File: config.mk
export PLATFORM = sky130hd
export DESIGN_NAME = grid_nearest_farthest_select
export DESIGN_NICKNAME = d
export VERILOG_FILES = /design/src/rtl/core/gnfs_pkg.sv /design/src/rtl/core/gnfs_front.sv /design/src/rtl/core/gnfs_div.sv /design/src/rtl/core/gnfs_back.sv /design/src/rtl/core/grid_nearest_farthest_select.sv
export SDC_FILE = /design/constraint.sdc
export NUM_CORES = 2
export LEC_CHECK = 0
export ABC_AREA = 1
export BUFFER_PORTS_ARGS = -buffer_cell sky130_fd_sc_hd__buf_4
export CORE_MARGIN = 5
export CORE_UTILIZATION = 59
export CTS_CLUSTER_SIZE = 10
export DETAILED_ROUTE_END_ITERATION = 10
export PLACE_DENSITY = 0.76
export SLEW_MARGIN = 10
export SYNTH_ARGS = -nofsm -noshare
export SYNTH_HDL_FRONTEND = slang
export SYNTH_HIERARCHICAL = 1
export SYNTH_SLANG_ARGS = --single-unit
export TNS_END_PERCENT = 5
File: constraint.sdc
create_clock -name clk_i -period 18.9 [get_ports clk_i]
set_clock_uncertainty 0.15 [all_clocks]
set_input_delay 5.67 -clock clk_i [delete_from_list [all_inputs] [get_ports clk_i]]
set_output_delay 5.67 -clock clk_i [all_outputs]
set_load 0.05 [all_outputs]
File: src/rtl/core/gnfs_pkg.sv
// Shared types and constants of the nearest / farthest grid cell selector.
// No dependencies; every other file of the block imports this package.
package gnfs_pkg;

  // Default width of a linear cell index
  localparam int unsigned IndexBitsDef = 20;

  // Fixed register field widths
  localparam int unsigned GwW      = 13;
  localparam int unsigned RobotW   = 20;
  localparam int unsigned MinDistW = 12;
  localparam int unsigned MinSqW   = 2 * MinDistW;

  // Register reset values
  localparam logic [GwW-1:0]      GwReset      = 13'd1;
  localparam logic [RobotW-1:0]   RobotReset   = 20'd0;
  localparam logic [MinDistW-1:0] MinDistReset = 12'd25;

  // Register map: word index on paddr[3:2]
  localparam int unsigned ApbAddrW = 4;
  localparam int unsigned ApbDataW = 32;
  localparam logic [1:0] RegGridWidth   = 2'd0;
  localparam logic [1:0] RegRobotCell   = 2'd1;
  localparam logic [1:0] RegMinDistance = 2'd2;

  // Depth of the queue between front and back
  localparam int unsigned QueueDepth = 2;

  // Back-end sequencer states
  typedef enum logic [2:0] {
    BK_IDLE,
    BK_DIV,
    BK_DIFF,
    BK_SQ,
    BK_UPD
  } back_state_e;

  // Configuration handed to the back end
  typedef struct packed {
    logic [GwW-1:0]      grid_width;
    logic [RobotW-1:0]   robot_cell;
    logic [MinDistW-1:0] min_distance;
  } cfg_t;

endpackage

File: src/rtl/core/gnfs_front.sv
// Front end: accepts cell words and holds them in a short queue for the back end.
// Depends on gnfs_pkg for the queue depth.
module gnfs_front
  import gnfs_pkg::*;
#(
  parameter int unsigned IndexBits = IndexBitsDef
) (
  input  logic                 clk_i,
  input  logic                 rst_ni,
  input  logic                 in_valid_i,
  output logic                 in_ready_o,
  input  logic [IndexBits-1:0] cell_index_i,
  input  logic                 last_item_i,
  output logic                 q_valid_o,
  input  logic                 q_ready_i,
  output logic [IndexBits-1:0] q_cell_o,
  output logic                 q_last_o
);

  localparam int unsigned PtrW = (QueueDepth > 1) ? $clog2(QueueDepth) : 1;
  localparam int unsigned CntW = $clog2(QueueDepth + 1);

  logic [IndexBits-1:0] cell_mem [QueueDepth];
  logic                 last_mem [QueueDepth];
  logic [PtrW-1:0]      wr_ptr_q, wr_ptr_d;
  logic [PtrW-1:0]      rd_ptr_q, rd_ptr_d;
  logic [CntW-1:0]      cnt_q, cnt_d;
  logic                 push, pop;

  // Queue status
  assign in_ready_o = (cnt_q != CntW'(QueueDepth));
  assign q_valid_o  = (cnt_q != '0);
  assign push       = in_valid_i & in_ready_o;
  assign pop        = q_valid_o & q_ready_i;
  assign q_cell_o   = cell_mem[rd_ptr_q];
  assign q_last_o   = last_mem[rd_ptr_q];

  // Advance pointers and fill count
  always_comb begin
    wr_ptr_d = wr_ptr_q;
    rd_ptr_d = rd_ptr_q;
    cnt_d    = cnt_q;
    if (push) begin
      wr_ptr_d = (wr_ptr_q == PtrW'(QueueDepth - 1)) ? '0 : wr_ptr_q + 1'b1;
    end
    if (pop) begin
      rd_ptr_d = (rd_ptr_q == PtrW'(QueueDepth - 1)) ? '0 : rd_ptr_q + 1'b1;
    end
    if (push && !pop) begin
      cnt_d = cnt_q + 1'b1;
    end else if (pop && !push) begin
      cnt_d = cnt_q - 1'b1;
    end
  end

  always_ff @(posedge clk_i or negedge rst_ni) begin
    if (!rst_ni) begin
      wr_ptr_q <= '0;
      rd_ptr_q <= '0;
      cnt_q    <= '0;
    end else begin
      wr_ptr_q <= wr_ptr_d;
      rd_ptr_q <= rd_ptr_d;
      cnt_q    <= cnt_d;
    end
  end

  // Store the incoming word
  always_ff @(posedge clk_i) begin
    if (push) begin
      cell_mem[wr_ptr_q] <= cell_index_i;
      last_mem[wr_ptr_q] <= last_item_i;
    end
  end

endmodule

File: src/rtl/core/gnfs_div.sv
// Restoring divider: one quotient bit per cycle, index by grid width.
// Depends on gnfs_pkg for the divisor width.
module gnfs_div
  import gnfs_pkg::*;
#(
  parameter int unsigned IndexBits = IndexBitsDef
) (
  input  logic                 clk_i,
  input  logic                 rst_ni,
  input  logic                 start_i,
  input  logic [IndexBits-1:0] dividend_i,
  input  logic [GwW-1:0]       divisor_i,
  output logic                 busy_o,
  output logic [IndexBits-1:0] quot_o,
  output logic [GwW-1:0]       rem_o
);

  localparam int unsigned CntW = $clog2(IndexBits + 1);

  logic                 busy_q;
  logic [CntW-1:0]      cnt_q;
  logic [IndexBits-1:0] quot_q;
  logic [GwW-1:0]       rem_q, rem_d;
  logic [GwW-1:0]       div_q;
  logic [GwW:0]         partial;
  logic                 q_bit;

  assign busy_o = busy_q;
  assign quot_o = quot_q;
  assign rem_o  = rem_q;

  // One trial subtraction
  always_comb begin
    partial = {rem_q, quot_q[IndexBits-1]};
    if (partial >= {1'b0, div_q}) begin
      q_bit = 1'b1;
      rem_d = GwW'(partial - {1'b0, div_q});
    end else begin
      q_bit = 1'b0;
      rem_d = partial[GwW-1:0];
    end
  end

  // Count down the quotient bits
  always_ff @(posedge clk_i or negedge rst_ni) begin
    if (!rst_ni) begin
      busy_q <= 1'b0;
      cnt_q  <= '0;
    end else if (start_i) begin
      busy_q <= 1'b1;
      cnt_q  <= CntW'(IndexBits);
    end else if (busy_q) begin
      cnt_q <= cnt_q - 1'b1;
      if (cnt_q == CntW'(1)) begin
        busy_q <= 1'b0;
      end
    end
  end

  // Shift dividend out and quotient in
  always_ff @(posedge clk_i) begin
    if (start_i) begin
      quot_q <= dividend_i;
      rem_q  <= '0;
      div_q  <= divisor_i;
    end else if (busy_q) begin
      quot_q <= {quot_q[IndexBits-2:0], q_bit};
      rem_q  <= rem_d;
    end
  end

endmodule

File: src/rtl/core/gnfs_back.sv
// Back end: splits cell and robot index, forms squared distance, keeps both winners.
// Depends on gnfs_pkg and instantiates two gnfs_div units.
module gnfs_back
  import gnfs_pkg::*;
#(
  parameter int unsigned IndexBits = IndexBitsDef
) (
  input  logic                 clk_i,
  input  logic                 rst_ni,
  input  cfg_t                 cfg_i,
  input  logic                 q_valid_i,
  output logic                 q_ready_o,
  input  logic [IndexBits-1:0] q_cell_i,
  input  logic                 q_last_i,
  output logic                 out_valid_o,
  input  logic                 out_ready_i,
  output logic [IndexBits-1:0] nearest_cell_o,
  output logic [IndexBits-1:0] farthest_cell_o,
  output logic                 nearest_found_o
);

  localparam int unsigned SqW = ((2 * IndexBits > 2 * GwW) ? 2 * IndexBits : 2 * GwW) + 1;

  back_state_e state_q, state_d;

  logic                   pop, can_go, do_upd;
  logic [GwW-1:0]         gw_eff;
  logic                   cell_busy, robot_busy;
  logic [IndexBits-1:0]   cell_row, robot_row;
  logic [GwW-1:0]         cell_col, robot_col;

  logic [IndexBits-1:0]   cell_q;
  logic                   last_q;
  logic [IndexBits-1:0]   dr_q;
  logic [GwW-1:0]         dc_q;
  logic [2*IndexBits-1:0] dr_sq_q;
  logic [2*GwW-1:0]       dc_sq_q;
  logic [MinSqW-1:0]      min_sq_q;

  logic [SqW-1:0]         near_sq_q, far_sq_q;
  logic [IndexBits-1:0]   near_cell_q, far_cell_q, first_cell_q;
  logic                   near_valid_q, started_q;

  logic [SqW-1:0]         sq;
  logic                   near_hit, far_hit;
  logic [SqW-1:0]         near_sq_n, far_sq_n;
  logic [IndexBits-1:0]   near_cell_n, far_cell_n, first_cell_n;
  logic                   near_valid_n;

  logic                   out_valid_q;
  logic [IndexBits-1:0]   out_near_q, out_far_q;
  logic                   out_found_q;

  assign q_ready_o = (state_q == BK_IDLE);
  assign pop       = q_valid_i & q_ready_o;
  assign gw_eff    = (cfg_i.grid_width == '0) ? GwW'(1) : cfg_i.grid_width;

  // Split cell and robot index into row and column
  gnfs_div #(.IndexBits(IndexBits)) u_div_cell (
    .clk_i      (clk_i),
    .rst_ni     (rst_ni),
    .start_i    (pop),
    .dividend_i (q_cell_i),
    .divisor_i  (gw_eff),
    .busy_o     (cell_busy),
    .quot_o     (cell_row),
    .rem_o      (cell_col)
  );

  gnfs_div #(.IndexBits(IndexBits)) u_div_robot (
    .clk_i      (clk_i),
    .rst_ni     (rst_ni),
    .start_i    (pop),
    .dividend_i (IndexBits'(cfg_i.robot_cell)),
    .divisor_i  (gw_eff),
    .busy_o     (robot_busy),
    .quot_o     (robot_row),
    .rem_o      (robot_col)
  );

  // Hold the final update while the previous result is still waiting
  assign can_go = !last_q || !out_valid_q || out_ready_i;
  assign do_upd = (state_q == BK_UPD) && can_go;

  // Sequencer
  always_comb begin
    state_d = state_q;
    unique case (state_q)
      BK_IDLE: if (pop) state_d = BK_DIV;
      BK_DIV:  if (!cell_busy && !robot_busy) state_d = BK_DIFF;
      BK_DIFF: state_d = BK_SQ;
      BK_SQ:   state_d = BK_UPD;
      BK_UPD:  if (can_go) state_d = BK_IDLE;
      default: state_d = BK_IDLE;
    endcase
  end

  always_ff @(posedge clk_i or negedge rst_ni) begin
    if (!rst_ni) begin
      state_q <= BK_IDLE;
    end else begin
      state_q <= state_d;
    end
  end

  // Distance datapath: latch item, absolute differences, squares
  always_ff @(posedge clk_i) begin
    if (pop) begin
      cell_q <= q_cell_i;
      last_q <= q_last_i;
    end
    if (state_q == BK_DIFF) begin
      dr_q <= (robot_row >= cell_row) ? robot_row - cell_row : cell_row - robot_row;
      dc_q <= (robot_col >= cell_col) ? robot_col - cell_col : cell_col - robot_col;
    end
    if (state_q == BK_SQ) begin
      dr_sq_q  <= (2 * IndexBits)'(dr_q) * (2 * IndexBits)'(dr_q);
      dc_sq_q  <= (2 * GwW)'(dc_q) * (2 * GwW)'(dc_q);
      min_sq_q <= MinSqW'(cfg_i.min_distance) * MinSqW'(cfg_i.min_distance);
    end
  end

  // Compare against both winners; the first item seeds the fallback cells
  always_comb begin
    sq           = SqW'(dr_sq_q) + SqW'(dc_sq_q);
    first_cell_n = started_q ? first_cell_q : cell_q;
    near_cell_n  = started_q ? near_cell_q : cell_q;
    far_cell_n   = started_q ? far_cell_q : cell_q;
    near_sq_n    = near_sq_q;
    far_sq_n     = far_sq_q;
    near_valid_n = near_valid_q;
    near_hit     = (sq > SqW'(min_sq_q)) && (!near_valid_q || (sq < near_sq_q));
    far_hit      = (sq > far_sq_q);
    if (near_hit) begin
      near_sq_n    = sq;
      near_cell_n  = cell_q;
      near_valid_n = 1'b1;
    end
    if (far_hit) begin
      far_sq_n   = sq;
      far_cell_n = cell_q;
    end
  end

  // Winner state: keep on ordinary items, clear after the last one
  always_ff @(posedge clk_i or negedge rst_ni) begin
    if (!rst_ni) begin
      near_sq_q    <= '1;
      far_sq_q     <= '0;
      near_cell_q  <= '0;
      far_cell_q   <= '0;
      first_cell_q <= '0;
      near_valid_q <= 1'b0;
      started_q    <= 1'b0;
    end else if (do_upd) begin
      if (last_q) begin
        near_sq_q    <= '1;
        far_sq_q     <= '0;
        near_cell_q  <= '0;
        far_cell_q   <= '0;
        first_cell_q <= '0;
        near_valid_q <= 1'b0;
        started_q    <= 1'b0;
      end else begin
        near_sq_q    <= near_sq_n;
        far_sq_q     <= far_sq_n;
        near_cell_q  <= near_cell_n;
        far_cell_q   <= far_cell_n;
        first_cell_q <= first_cell_n;
        near_valid_q <= near_valid_n;
        started_q    <= 1'b1;
      end
    end
  end

  // Output register
  always_ff @(posedge clk_i or negedge rst_ni) begin
    if (!rst_ni) begin
      out_valid_q <= 1'b0;
    end else if (do_upd && last_q) begin
      out_valid_q <= 1'b1;
    end else if (out_ready_i) begin
      out_valid_q <= 1'b0;
    end
  end

  always_ff @(posedge clk_i) begin
    if (do_upd && last_q) begin
      out_near_q  <= near_valid_n ? near_cell_n : first_cell_n;
      out_far_q   <= far_cell_n;
      out_found_q <= near_valid_n;
    end
  end

  assign out_valid_o     = out_valid_q;
  assign nearest_cell_o  = out_near_q;
  assign farthest_cell_o = out_far_q;
  assign nearest_found_o = out_found_q;

endmodule

File: src/rtl/core/grid_nearest_farthest_select.sv
// Nearest / farthest grid cell selector. Cells arrive as linear indices, each list closed by
// last_item_i; the block reports the nearest cell lying strictly beyond min_distance and the
// farthest cell from robot_cell, ties going to the earlier cell, with the list's first cell as
// fallback. The back end handles one item at a time: it takes the word from the queue, runs a
// restoring divider that yields one quotient bit per cycle for the row/column split, sees the
// divider finish, then forms the differences and squares and makes the winner update. The last
// word of a list waits in the update step for as long as the previous result is still held. A
// two-word queue lets the input side run ahead and a result register lets the next list start
// while a result waits.
// Registers (APB, 32-bit words): 0x0 grid_width (0 acts as 1), 0x4 robot_cell, 0x8 min_distance.
// Depends on gnfs_pkg, gnfs_front, gnfs_div and gnfs_back.
module grid_nearest_farthest_select
  import gnfs_pkg::*;
#(
  parameter int unsigned IndexBits = IndexBitsDef
) (
  input  logic                 clk_i,
  input  logic                 rst_ni,
  // configuration port
  input  logic                 psel,
  input  logic                 penable,
  input  logic                 pwrite,
  input  logic [ApbAddrW-1:0]  paddr,
  input  logic [ApbDataW-1:0]  pwdata,
  output logic [ApbDataW-1:0]  prdata,
  output logic                 pready,
  // input channel
  input  logic                 in_valid_i,
  output logic                 in_ready_o,
  input  logic [IndexBits-1:0] cell_index_i,
  input  logic                 last_item_i,
  // result channel
  output logic                 out_valid_o,
  input  logic                 out_ready_i,
  output logic [IndexBits-1:0] nearest_cell_o,
  output logic [IndexBits-1:0] farthest_cell_o,
  output logic                 nearest_found_o
);

  logic [GwW-1:0]       grid_width_q;
  logic [RobotW-1:0]    robot_cell_q;
  logic [MinDistW-1:0]  min_distance_q;
  logic                 cfg_wr;
  logic [1:0]           reg_idx;
  cfg_t                 cfg;

  logic                 q_valid, q_ready, q_last;
  logic [IndexBits-1:0] q_cell;

  // Register write and read
  assign pready  = 1'b1;
  assign reg_idx = paddr[3:2];
  assign cfg_wr  = psel & penable & pwrite & pready;

  always_ff @(posedge clk_i or negedge rst_ni) begin
    if (!rst_ni) begin
      grid_width_q   <= GwReset;
      robot_cell_q   <= RobotReset;
      min_distance_q <= MinDistReset;
    end else if (cfg_wr) begin
      unique case (reg_idx)
        RegGridWidth:   grid_width_q   <= pwdata[GwW-1:0];
        RegRobotCell:   robot_cell_q   <= pwdata[RobotW-1:0];
        RegMinDistance: min_distance_q <= pwdata[MinDistW-1:0];
        default: ;
      endcase
    end
  end

  always_comb begin
    unique case (reg_idx)
      RegGridWidth:   prdata = ApbDataW'(grid_width_q);
      RegRobotCell:   prdata = ApbDataW'(robot_cell_q);
      RegMinDistance: prdata = ApbDataW'(min_distance_q);
      default:        prdata = '0;
    endcase
  end

  assign cfg.grid_width   = grid_width_q;
  assign cfg.robot_cell   = robot_cell_q;
  assign cfg.min_distance = min_distance_q;

  gnfs_front #(.IndexBits(IndexBits)) u_front (
    .clk_i        (clk_i),
    .rst_ni       (rst_ni),
    .in_valid_i   (in_valid_i),
    .in_ready_o   (in_ready_o),
    .cell_index_i (cell_index_i),
    .last_item_i  (last_item_i),
    .q_valid_o    (q_valid),
    .q_ready_i    (q_ready),
    .q_cell_o     (q_cell),
    .q_last_o     (q_last)
  );

  gnfs_back #(.IndexBits(IndexBits)) u_back (
    .clk_i           (clk_i),
    .rst_ni          (rst_ni),
    .cfg_i           (cfg),
    .q_valid_i       (q_valid),
    .q_ready_o       (q_ready),
    .q_cell_i        (q_cell),
    .q_last_i        (q_last),
    .out_valid_o     (out_valid_o),
    .out_ready_i     (out_ready_i),
    .nearest_cell_o  (nearest_cell_o),
    .farthest_cell_o (farthest_cell_o),
    .nearest_found_o (nearest_found_o)
  );

`ifndef SYNTHESIS
  // A full queue always has a word to offer
  a_full_has_data: assert property (@(posedge clk_i) disable iff (!rst_ni)
    !in_ready_o |-> q_valid)
    else $error("queue full but empty to the back end");

  // An accepted word is in the queue at the next edge
  a_push_visible: assert property (@(posedge clk_i) disable iff (!rst_ni)
    (in_valid_i && in_ready_o) |=> q_valid)
    else $error("accepted word missing from queue");

  // The back end takes one word at a time
  a_one_at_a_time: assert property (@(posedge clk_i) disable iff (!rst_ni)
    (q_valid && q_ready) |=> !q_ready)
    else $error("back end took a second word while busy");
`endif

endmodule
* Yosys cells after proc, flatten, opt, wreduce, memory -nomap -nowiden
Memory sizes are Yosys's and may differ from the RTL's. A register that Yosys moved wholly into a read port is not among the register bits. Cells that the tools add are included.
Storage, ports and cells: bits in registers 472, RAM bits 42, input bits 64, memories 2
Memories:
- u_front.cell_mem | depth 2, width 20, read ports 1, clocked after Yosys merged registers in 0, write ports 1, line gnfs_front.sv:23 | logic [IndexBits-1:0] cell_mem [QueueDepth];
- u_front.last_mem | depth 2, width 1, read ports 1, clocked after Yosys merged registers in 1, write ports 1, line gnfs_front.sv:24 | logic last_mem [QueueDepth];
Operators by class: add/sub/neg operators 13, $mul 3, order comparisons 7, equality and inequality tests 12, mux-type cells 49, bitwise logic cells 4, reduce and logical (&&, ||, !) cells 32
Operators with widths (count):
- $mux W20 | 14
- $mux W41 | 4
- $pmux W20 S3 | 1
- $sub A13 B13 Y13 | 4
- $add A40 B26 Y41 | 1
- $gt A41 B24 Y1 | 1
- $gt A41 B41 Y1 | 1
- $lt A41 B41 Y1 | 1
- $mul A20 B20 Y40 | 1
- $sub A20 B20 Y20 | 2
- $mux W13 | 3
- $ge A14 B13 Y1 | 2
- $mul A13 B13 Y26 | 1
- $mul A12 B12 Y24 | 1
- $ge A20 B20 Y1 | 1
- $mux W5 | 4
- $mux W1 | 17
- $pmux W3 S5 | 1
- $reduce_bool A2 Y1 | 7
- $ge A13 B13 Y1 | 1
- $logic_not A13 Y1 | 1
- $eq A5 B1 Y1 const B | 2
- $reduce_and A2 Y1 | 5
- $sub A5 B1 Y5 const B | 2
- 19 further kinds | 42

* Depth between registers and ports, before layout
depth after elaboration 6, depth in mapped cells 30, mapped depth without buffers 29

* Cells and area by module
The synthesis kept the hierarchy.
By module, submodules not included:
- gnfs_back | instances 1, cells each 4990, area an instance 40746.6 um2, seq. area each 9220.1 um2
- gnfs_div (u_back.u_div_cell) | instances 1, cells each 395, area an instance 3115.5 um2, seq. area each 1401.3 um2
- gnfs_div (u_back.u_div_robot) | instances 1, cells each 394, area an instance 3095.5 um2, seq. area each 1401.3 um2
- grid_nearest_farthest_select | instances 1, cells each 289, area an instance 2265.9 um2, seq. area each 1131.1 um2
- gnfs_front | instances 1, cells each 138, area an instance 1757.9 um2, seq. area each 1361.3 um2

* Worst setup path before layout
No wires, ideal clock.
kind input to output, start point in paddr[3], end point out prdata[0], arrival time 6.481 ns, data required time 13.080 ns, slack 6.599 ns, cell stages on the path 6, buffers on the path 1, cell sequence inv_2 > nand2_4 > inv_4 > buf_4 > nand2_1 > nand3_1
Between the ends: cells in the longest elaborated chain, start to end 2, elaborated cells between the ends (all ways) 4
Ends and longest elaborated chain:
- start, declared | line grid_nearest_farthest_select.sv:23 | input logic [ApbAddrW-1:0] paddr,
- $eq A2 B2 Y1, or another cell as far along | line grid_nearest_farthest_select.sv:71 | unique case (reg_idx)
- $pmux W20 S3 (*) | line grid_nearest_farthest_select.sv:71
- end, declared | line grid_nearest_farthest_select.sv:25 | output logic [ApbDataW-1:0] prdata,
Mark *: on every way between the ends. The rest lies on a longest branch, timed or not.

* Final worst setup path
start point in paddr[3], end point out prdata[4]
The elaborated chain is that of the path after synthesis.

==> out/metrics.csv <==
metric,value,unit
final.setup.tns,0,ns
drive_gt1_frac,0.0615,
yosys.area.top_type,fa_1,
setup_slack,6.37,ns
synthToLayoutAreaGrowth,7.06,%
crit_buf_inv,2,
cts_resized,0,
final_nets,7269,
root_buffer,clkbuf_16,
cp_slowest_cell,nor2_2,
ant_nets,0,
grt_util_met3,0.0333,
drv_cap,0,
regToRegSetupSlack,11.21,ns
worstPathCellList,buf_4 > nor2_2 > nand2_1 > nand3_1 > buf_4,
hp-class,register to register,
drt-total-wl,125,mm
ctsLongestPathBuffers,3,
critPathKind,input pin to primary output,
numCtsBuffers,61,
drt-initial-drc-count,3195,
syn-cell-area,0.0510,mm2
globalRoute.busiestLayer,met2,
numPortBuffers,112,
gp_congestion,0.948,
yosys_warnings,6,
async_reset_ff_frac,0.398,
grt_antenna_before_repair,2,
critPathMaxStageDelay,0.46,ns
fmax,79.8,MHz
row_count,107,
min_period_over_period,0.663,
crit_required,13.08,ns
syn_avg_cell_area,8.21,um2
arrival,6.71,ns
cts_tree,built,
synth_cell_types,69,
grt_pass1_wl,206,mm
start_util,0.597,
clkTransAtPathRegs,0.05,ns
final_cells,7437,
worst_setup_path_end_kind,primary output,
dp.cells,7320,
met1_usage,0.367,
fin_crit,12.53,ns
synth-seq-cells,525,
routed_via_density,5.37,
insertion_delay,0.64,ns
slew_viol_final,0,
synth_edf_count,290,
cp_max_fo,14,
grt-ovfl-total,0,
start_kind,input pin,
via_count,39900,
relSlewSlack,0.198,
critPathTopFamily,simple AND/OR/NAND/NOR gates,
remaining_drc_errors,0,
cts_setup_buffers,0,
gr-usage-all-layers,0.269,
postCtsHoldBufs,0,
place_ws,6.39,ns
status,completed,
drtPass1Iterations,6,
met2_usage,0.457,
worst_pin_slew,1.20,ns
grt_setup_unrepaired,false,
die_area,0.0924,mm2
setup_violations,0,
dp_hpwl,97.5,mm
core_area,0.0854,mm2
die_w,304,um
grt_max_degree,79,
postSynthCellCount,6206,
h-tree-depth,2,
cpMostUsedCell,buf_4,
synth_flop_cell,edfxtp_1,
seq_area_frac_synth,0.285,
die_h,304,um
clkSinkCount,525,
first_global_vias,40400,
hold_violations,0,
yosysTopAreaCellShare,0.181,
synth_area_leaders,"fa_1 (18%), edfxtp_1 (17%), nand2_1 (13%)",
wl_per_cell,16.9,um
pin_count,140,
-- cell type report --
cell class | count | area, um2
Inverter | 1380 | 5180
Clock inverter | 7 | 70.1
Sequential cell | 525 | 14500
Clock buffer | 109 | 1810
Antenna cell | 1 | 2.50
Fill cell | 7393 | 30800
Tap cell | 1144 | 1430
Multi-Input combinational cell | 4114 | 30400
Timing Repair Buffer | 157 | 1190
-- per-stage QoR --
step	cell area, um2	hold WS [ns]	utilization
after floorplan	51000	0.298	-
after global routing	54600	0.340	0.639
after detailed placement	52700	0.315	0.617
final	54600	0.328	0.639
after CTS	54600	0.331	0.639
after global placement	52700	0.311	0.617
-- sequential cells by signal, summed over array words and instances, names as in the netlist, 20 cells and up --
name,count
u_back/far_sq_q,41
u_back/u_div_cell/quot_o,20
u_back/near_sq_q,41
u_front/cell_mem,40
u_back/nearest_cell_o,20
robot_cell_q,20
u_back/farthest_cell_o,20
u_back/dc_sq_q,25
u_back/dr_sq_q,39
u_back/first_cell_q,20
u_back/near_cell_q,20
u_back/min_sq_q,23
u_back/u_div_robot/quot_o,20
u_back/cell_q,20
u_back/dr_q,20
u_back/far_cell_q,20
-- layout by cell type (no fill, tap or decap), drive strengths merged, types with 9 or more instances in the layout --
master,n
o211ai,14
dfrtp,164
fa,460
o22ai,29
nor2,218
inv,1378
dfstp,45
o21a,17
dfxtp,26
a31oi,15
o21ai,220
clkbuf,109
xor2,109
a21o,12
o21bai,14
nand3,212
nand2,1755
nand4,105
ha,506
a21oi,248
edfxtp,290
xnor2,64
conb,13
clkinv,9
nor4,9
nor3,31
buf,157
-- logic make-up after synthesis --
family                     count (synthesis)  synth area share
AOI/OAI and AO/OA                        605            0.0662
xor gates and xnor gates                 173            0.0297
adders and majority gates                966             0.305
buffers and inverters                   1578             0.121
DFF                                      525             0.285
muxes                                      7           0.00145
other                                      2          0.000147
and+or+nand+nor                         2350             0.192
-- Yosys cell counts (all sizes together), types with 2 or more instances --
cell and n:
a22oi 2, xnor2 64, edfxtp 290, o21a 17, or2 8, a41oi 2
nand3b 2, nand2 1755, o21ai 220, o2111a 2, o2111ai 5, a211oi 3
buf 73, dfstp 45, clkbuf 125, o211ai 14, dfrtp 164, fa 460
xor2 109, o22ai 29, o221ai 6, mux2 3, a21oi 248, and3 3
inv 1379, ha 506, nor4 9, and2 6, nor3 31, a21boi 8
nor2 218, dfxtp 26, o311ai 2, conb 2, a31oi 15, nand4 105
o21bai 14, a21o 12, nand3 212, mux2i 4
-- worst reg2reg max path: cells and delay by family (launching register included) --
family                     cells  cell delay [ns]
AOI/OAI and AO/OA              7             1.68
adders and majority gates      8             3.81
buffers and inverters          8             0.46
DFF                            1             1.06
and+or+nand+nor                3             0.30
-- final timing paths --
kind	start	endpoint	cells after the start
worst max register to register	u_back/dr_q[3]	u_back/dr_sq_q[32]	26
min in group asynchronous	rst_ni	u_back/far_sq_q[33]	1
worst min-delay path	u_back/near_sq_q[33]	u_back/near_sq_q[33]	2
worst max-delay path	paddr[3]	prdata[4]	5
worst min register to register	u_back/near_sq_q[33]	u_back/near_sq_q[33]	2
max in group asynchronous	rst_ni	u_back/u_div_robot/cnt_q[4]	3
-- metal layers --
metal	share of wire	up-vias
li1	-	19200
met2	0.48	1428
met5	0.00010	-
met4	0.033	2
met1	0.43	19000
met3	0.065	261
Power is left out: the tool's default activity adds up to more than one toggle a clock period on the data nets, which glitch-free logic cannot reach.
